File: src/rtl/tcgr_pkg.sv
// Shared types, constants and helpers of the text cell glyph renderer.
// No dependencies.
`default_nettype none

package tcgr_pkg;

	localparam int GLYPH_ROWS  = 16;
	localparam int GLYPH_COUNT = 512;
	localparam int FONT_DEPTH  = GLYPH_COUNT * GLYPH_ROWS;
	localparam int FONT_AW     = $clog2(FONT_DEPTH);
	localparam int GLYPH_W     = $clog2(GLYPH_COUNT);
	localparam int LINE_W      = $clog2(GLYPH_ROWS);
	localparam int FADDR_IN_W  = 13;
	// one spare bit so the font depth itself fits for the range compare
	localparam int FADDR_EXT_W = ((FONT_AW > FADDR_IN_W) ? FONT_AW : FADDR_IN_W) + 1;
	localparam int PY_FULL_W   = 8 + LINE_W + 1;

	typedef enum logic [1:0] {
		FUNC_RENDER  = 2'd0,
		FUNC_FONT_WR = 2'd1,
		FUNC_PAL_WR  = 2'd2,
		FUNC_NONE    = 2'd3
	} func_t;

	localparam logic CFG_EXT_FONT = 1'b0;
	localparam logic CFG_BLINK    = 1'b1;

	typedef struct packed {
		logic              capture;  // latch render fields
		logic              font_we;
		logic              pal_we;
		logic              pal_rd;   // fetch fg/bg entries
		logic              font_rd;  // fetch one glyph line
		logic [LINE_W-1:0] line;
	} tcgr_cmd_t;

	// standard 16-color 6-bit DAC palette, red 17:12, green 11:6, blue 5:0
	function automatic logic [17:0] pal_default(input logic [3:0] idx);
		logic [17:0] e;
		case (idx)
			4'd0:    e = {6'h00, 6'h00, 6'h00};
			4'd1:    e = {6'h00, 6'h00, 6'h2A};
			4'd2:    e = {6'h00, 6'h2A, 6'h00};
			4'd3:    e = {6'h00, 6'h2A, 6'h2A};
			4'd4:    e = {6'h2A, 6'h00, 6'h00};
			4'd5:    e = {6'h2A, 6'h00, 6'h2A};
			4'd6:    e = {6'h2A, 6'h15, 6'h00};
			4'd7:    e = {6'h2A, 6'h2A, 6'h2A};
			4'd8:    e = {6'h15, 6'h15, 6'h15};
			4'd9:    e = {6'h15, 6'h15, 6'h3F};
			4'd10:   e = {6'h15, 6'h3F, 6'h15};
			4'd11:   e = {6'h15, 6'h3F, 6'h3F};
			4'd12:   e = {6'h3F, 6'h15, 6'h15};
			4'd13:   e = {6'h3F, 6'h15, 6'h3F};
			4'd14:   e = {6'h3F, 6'h3F, 6'h15};
			default: e = {6'h3F, 6'h3F, 6'h3F};
		endcase
		return e;
	endfunction

	// 6:6:6 DAC entry to 8:8:8 RGB, each channel times 4
	function automatic logic [23:0] entry_to_rgb(input logic [17:0] e);
		return {e[17:12], 2'b00, e[11:6], 2'b00, e[5:0], 2'b00};
	endfunction

endpackage

`default_nettype wire

File: src/rtl/tcgr_ctrl.sv
// Sequencer of the glyph renderer: accepts items, steps through glyph lines.
// Depends on tcgr_pkg.
`default_nettype none

module tcgr_ctrl (
	input  wire logic              clk,
	input  wire logic              arst_n,
	input  wire logic              start,
	input  wire logic [1:0]        func,
	output logic                   busy,
	output tcgr_pkg::tcgr_cmd_t    cmd
);
	import tcgr_pkg::*;

	typedef enum logic [2:0] {
		ST_IDLE = 3'b001,
		ST_LOAD = 3'b010,
		ST_ROWS = 3'b100
	} state_t;

	state_t            state_q;
	logic [LINE_W-1:0] line_q;
	logic              accept;
	logic              line_end;

	assign busy     = (state_q != ST_IDLE);
	assign accept   = start && !busy;
	assign line_end = (line_q == LINE_W'(GLYPH_ROWS - 1));

	always_comb begin
		cmd         = '0;
		cmd.capture = accept && (func_t'(func) == FUNC_RENDER);
		cmd.font_we = accept && (func_t'(func) == FUNC_FONT_WR);
		cmd.pal_we  = accept && (func_t'(func) == FUNC_PAL_WR);
		cmd.pal_rd  = (state_q == ST_LOAD);
		cmd.font_rd = (state_q == ST_ROWS);
		cmd.line    = line_q;
	end

	always_ff @(posedge clk or negedge arst_n) begin
		if (!arst_n) begin
			state_q <= ST_IDLE;
			line_q  <= '0;
		end else begin
			case (state_q)
				ST_IDLE: begin
					line_q <= '0;
					if (cmd.capture) state_q <= ST_LOAD;
				end
				ST_LOAD: begin
					state_q <= ST_ROWS;
				end
				ST_ROWS: begin
					if (line_end) begin
						line_q  <= '0;
						state_q <= ST_IDLE;
					end else begin
						line_q <= line_q + 1'b1;
					end
				end
				default: begin
					state_q <= ST_IDLE;
					line_q  <= '0;
				end
			endcase
		end
	end

endmodule

`default_nettype wire

File: config.mk
export PLATFORM = sky130hd
export DESIGN_NAME = tcgr_ctrl
export DESIGN_NICKNAME = d
export VERILOG_FILES = /design/src/rtl/tcgr_pkg.sv /design/src/rtl/tcgr_ctrl.sv
export SDC_FILE = /design/constraint.sdc
export NUM_CORES = 1
export LEC_CHECK = 0
export BUFFER_PORTS_ARGS = -buffer_cell sky130_fd_sc_hd__buf_4
export CAP_MARGIN = 20
export CORE_AREA = 3 3 40 42
export DETAILED_ROUTE_END_ITERATION = 16
export DIE_AREA = 0 0 43 45
export GPL_ROUTABILITY_DRIVEN = 0
export PLACE_DENSITY = 0.54
export SLEW_MARGIN = 20
export SYNTH_ARGS = -nofsm -noshare
export SYNTH_HDL_FRONTEND = slang
export SYNTH_SLANG_ARGS = --single-unit
File: constraint.sdc
create_clock -name clk -period 1.47 [get_ports clk]
set_clock_uncertainty 0.05 [all_clocks]
set_input_delay 0.2205 -clock clk [delete_from_list [all_inputs] [get_ports clk]]
set_output_delay 0.2205 -clock clk [all_outputs]
set_load 0.05 [all_outputs]
==> summary.md <==
| Metric | Value |
|---|---|
| Initial drt markers | 1 |
| Fin area | 668 um2 |
| Area of the core | 1280 um2 |
| Post-route worst setup slack | -0.436 ns |
| Sequential cell area fraction in the yosys report | 45.8% |
| Path type of the worst setup path | register to output pin |
| Final worst path period need | 1.91 ns |
| Tcrit/Tclk final | 130% |
| Portion of total power attributed to combinational logic | 22.4% |
| Fraction of final layout cells sized beyond drive strength 1 | 59.3% |
| Cell internal pwr | 349 uW |
| Max Root-Sink Buffers | 2 |
| Wire length per cell after detailed routing | 13.6 um |
| Required @ worst endpoint | 1.20 ns |
| Number of CTS-inserted buffers | 3 |
| Critical path capture point type | output pin |
| Synth Instances | 34 |
| Height of the chip | 45 um |
| TritonCTS clock tree | done |
| YS warnings | 0 |
| Fill count | 118 |
| Worst Hold Path EP | state_q[1] |
| Hold depth | 2 |
| Die ar. | 1940 um2 |
| Wire length of the first global-routing pass | 1750 um |
| Post-Syn Area | 385 um2 |
| Yosys reg bits | 7 |
| # nets final | 66 |
| Number of endpoints with negative hold slack in the final report | 0 |
| Synth cell types | 23 |
| Total of buffers placed on input and output ports | 14 |
| Setup repair after global routing missed its margin | yes |
| Post-Route Hold Slack | 0.137 ns |
| Fmax achieved | 0.525 GHz |
| Leakage power of the design | 0.000301 uW |
| Cell at the root of the clock tree | sky130_fd_sc_hd__clkbuf_4 |
| Wire length reported by the detailed router | 1010 um |
| Worst-case vdd ir drop | 0.609 mV |
| Via-to-Cell Ratio | 4.86 |
| Kind of start point of the critical path | register |
| Total congestion overflow after global routing | 0 |
| Crit Path Max Fanout | 4 |
| Global Route Usage Sum | 12.1% |
| Max-slew violations | 0 |
| R2r worst-path depth | 3 |
| Total vias in the final route | 360 |
| HPWL after DPL | 817 um |
| Slew at the pin closest to its max-slew limit | 0.373 ns |
| Die W | 43 um |
| Critical path, cell by cell | or3b_4 -> and4bb_4 -> buf_8 |
| Number of levels in the clock H-tree | 1 |
| Post-synthesis area per instance | 11.3 um2 |
| Peak per-stage delay on the critical path | 0.52 ns |
| Switching share of total power | 26.6% |
| WP data arrival | 1.64 ns |
| Beginning of the worst register-to-register path | state_q[0] |
| Multi-input gate area | 239 um2 |
| Number of antenna diodes | 0 |
| Violations in the final reports | setup timing |
| Area overhead of the layout relative to synthesis | 73.4% |
| Total area of sequential cells | 179 um2 |
| Max_cap viols | 0 |
| Clock latency on the worst-skew pair | 0.24 ns |
| Power density over the cells | 713 nW/um2 |
| Remaining design rule violation count | 0 |
| Slowest cell on crit path | sky130_fd_sc_hd__dfstp_2 |
| Number of top-level pins | 15 |
| Top area cells in the synthesized netlist | sky130_fd_sc_hd__dfrtp_1, sky130_fd_sc_hd__dfstp_2, sky130_fd_sc_hd__nor4b_4 |
| Worst hold path startpoint | func[1] |
| Largest net degree at the start of global routing | 8 |
| Tightest Hold Check Type | input pin to register |
| Sink count of the clock tree | 7 |
| Clock Pin Slew Worst Setup and Hold Paths | 0.05 ns |
| Max_slew headroom | 75.1% |
| Result of the run | finished with violations |
| Share of the synthesized area in the top cell type | 39.0% |
| Cell accounting for the most synthesized area | sky130_fd_sc_hd__dfrtp_1 |
| Reg power frac | 41.8% |
| Net Count, Synth | 40 |
| Number of antenna violations at the first check in global routing | 0 |
| Clock network power share | 35.8% |
| Initial cell density of the core | 30.0% |
| Total net switching power | 127 uW |
| Register-to-Register Setup Slack | -0.01 ns |
| Capture point of the worst reg-to-reg path | state_q[0] |
| Number of placement rows | 13 |
| Placed cell areas | 549 um2 |
| Finish-stage setup viols | 6 |
| Drt first pass iters | 2 |
| ANT nets after route | 0 |
| Via count of the first global-routing pass | 403 |
-- cell usage after synthesis --
| master | count |
|---|---|
| sky130_fd_sc_hd__nand3_1 | 2 |
| sky130_fd_sc_hd__nor3b_1 | 2 |
| sky130_fd_sc_hd__o21ba_1 | 1 |
| sky130_fd_sc_hd__buf_6 | 1 |
| sky130_fd_sc_hd__a21oi_1 | 2 |
| sky130_fd_sc_hd__a211oi_1 | 1 |
| sky130_fd_sc_hd__xor2_1 | 1 |
| sky130_fd_sc_hd__nand2_1 | 2 |
| sky130_fd_sc_hd__and2b_1 | 2 |
| sky130_fd_sc_hd__nor3_1 | 2 |
| sky130_fd_sc_hd__dfrtp_1 | 6 |
| sky130_fd_sc_hd__inv_1 | 1 |
| sky130_fd_sc_hd__mux2i_1 | 1 |
| sky130_fd_sc_hd__nor4b_4 | 1 |
| sky130_fd_sc_hd__or3_1 | 1 |
| sky130_fd_sc_hd__o21ai_1 | 1 |
| sky130_fd_sc_hd__and4bb_2 | 1 |
| sky130_fd_sc_hd__a22o_1 | 1 |
| sky130_fd_sc_hd__ha_1 | 1 |
| sky130_fd_sc_hd__or3b_1 | 1 |
| sky130_fd_sc_hd__nor2_1 | 1 |
| sky130_fd_sc_hd__dfstp_2 | 1 |
| sky130_fd_sc_hd__nor4b_1 | 1 |
-- cell families (layout without fill, tap and decap cells) --
group           after synthesis  count (layout)  share of synthesized area [%]
xor+xnor                      1               1                           2.27
buf+inv                       2              27                           3.89
compound gates                6               6                           10.7
fa+ha+maj                     1               1                           3.25
simple gates                 16              16                           31.5
flops                         7               7                           45.8
mux                           1               1                           2.60
-- worst max path at each step --
stage / from / end / slack [ns] / cells after the start
detailed placement: state_q[0] / cmd[7] / -0.28 / 3
CTS: state_q[0] / cmd[7] / -0.44 / 3
global route: state_q[0] / cmd[8] / -0.50 / 3
global placement: state_q[0] / cmd[7] / -0.24 / 3
finish: state_q[0] / cmd[7] / -0.44 / 3
floorplan: state_q[0] / state_q[0] / -0.62 / 4
-- area by class of cell --
class	count	share of cell area, %
timing repair buffer	22	30.1
clock buffer	4	3.93
multi-input combinational	25	35.8
inverter	1	0.562
sequential	7	26.8
tap	15	2.81
-- power by group through the flow --
stage	Clock, uW	Sequential, uW	Combinational [uW]
6_report	170	199	107
3_5_place_dp	0	202	87.9
3_3_place_gp	0	202	83.9
2_1_floorplan	0	205	49.8
5_1_grt	193	199	114
4_1_cts	175	199	106
-- repair_timing --
item / in CTS / in global routing
resized for setup: 12 / 2
setup endpoints to repair: 9 / 9
hold buffers: 1 / 0
buffers inserted: 3 / 1
endpoints found under the hold margin: 7 / 0
pin swaps: 3 / 1
-- cell usage in the layout (no fill, tap or decap), types with 2 or more instances in the layout --
| master | netlist | final |
|---|---|---|
| sky130_fd_sc_hd__dfrtp_2 | 0 | 2 |
| sky130_fd_sc_hd__a21oi_1 | 2 | 2 |
| sky130_fd_sc_hd__nand2_1 | 2 | 2 |
| sky130_fd_sc_hd__buf_6 | 1 | 7 |
| sky130_fd_sc_hd__nand3_1 | 2 | 2 |
| sky130_fd_sc_hd__and2b_1 | 2 | 2 |
| sky130_fd_sc_hd__buf_4 | 0 | 13 |
| sky130_fd_sc_hd__clkbuf_4 | 0 | 3 |
| sky130_fd_sc_hd__dfrtp_1 | 6 | 4 |
| sky130_fd_sc_hd__nor3b_4 | 0 | 2 |
-- per-stage QoR --
step           worst slack [ns]  total power, uW  util [%]  setup TNS (ns)  std cells
3_5_place_dp             -0.276              290      42.7          -0.986         66
2_1_floorplan            -0.623              255         -           -2.69         34
3_3_place_gp             -0.237              286      42.7          -0.672         66
4_1_cts                  -0.444              479      51.2           -1.68         74
6_report                 -0.436              476      52.0           -1.57         74
5_1_grt                  -0.502              506      52.0           -2.00         74
-- worst max-delay path: cells and delay by family, from the launching register on --
family | cells | cell delay (ns)
buf+inv | 1 | 0.14
flops | 1 | 0.52
simple gates | 2 | 0.72
-- per-layer routing --
metal | wire length (um) | up-vias | track usage (%)
li1 | - | 176 | -
met1 | 349 | 171 | 12.6
met2 | 573 | 13 | 22.8
met3 | 83 | 0 | 6.77
met4 | 0 | 0 | 0
met5 | 0 | - | 0
-- flip-flops by register name (all words and copies together), names as in the netlist --
signal   count
line_q       4
state_q      3
Note: power is estimated with default switching activity, not from simulation.
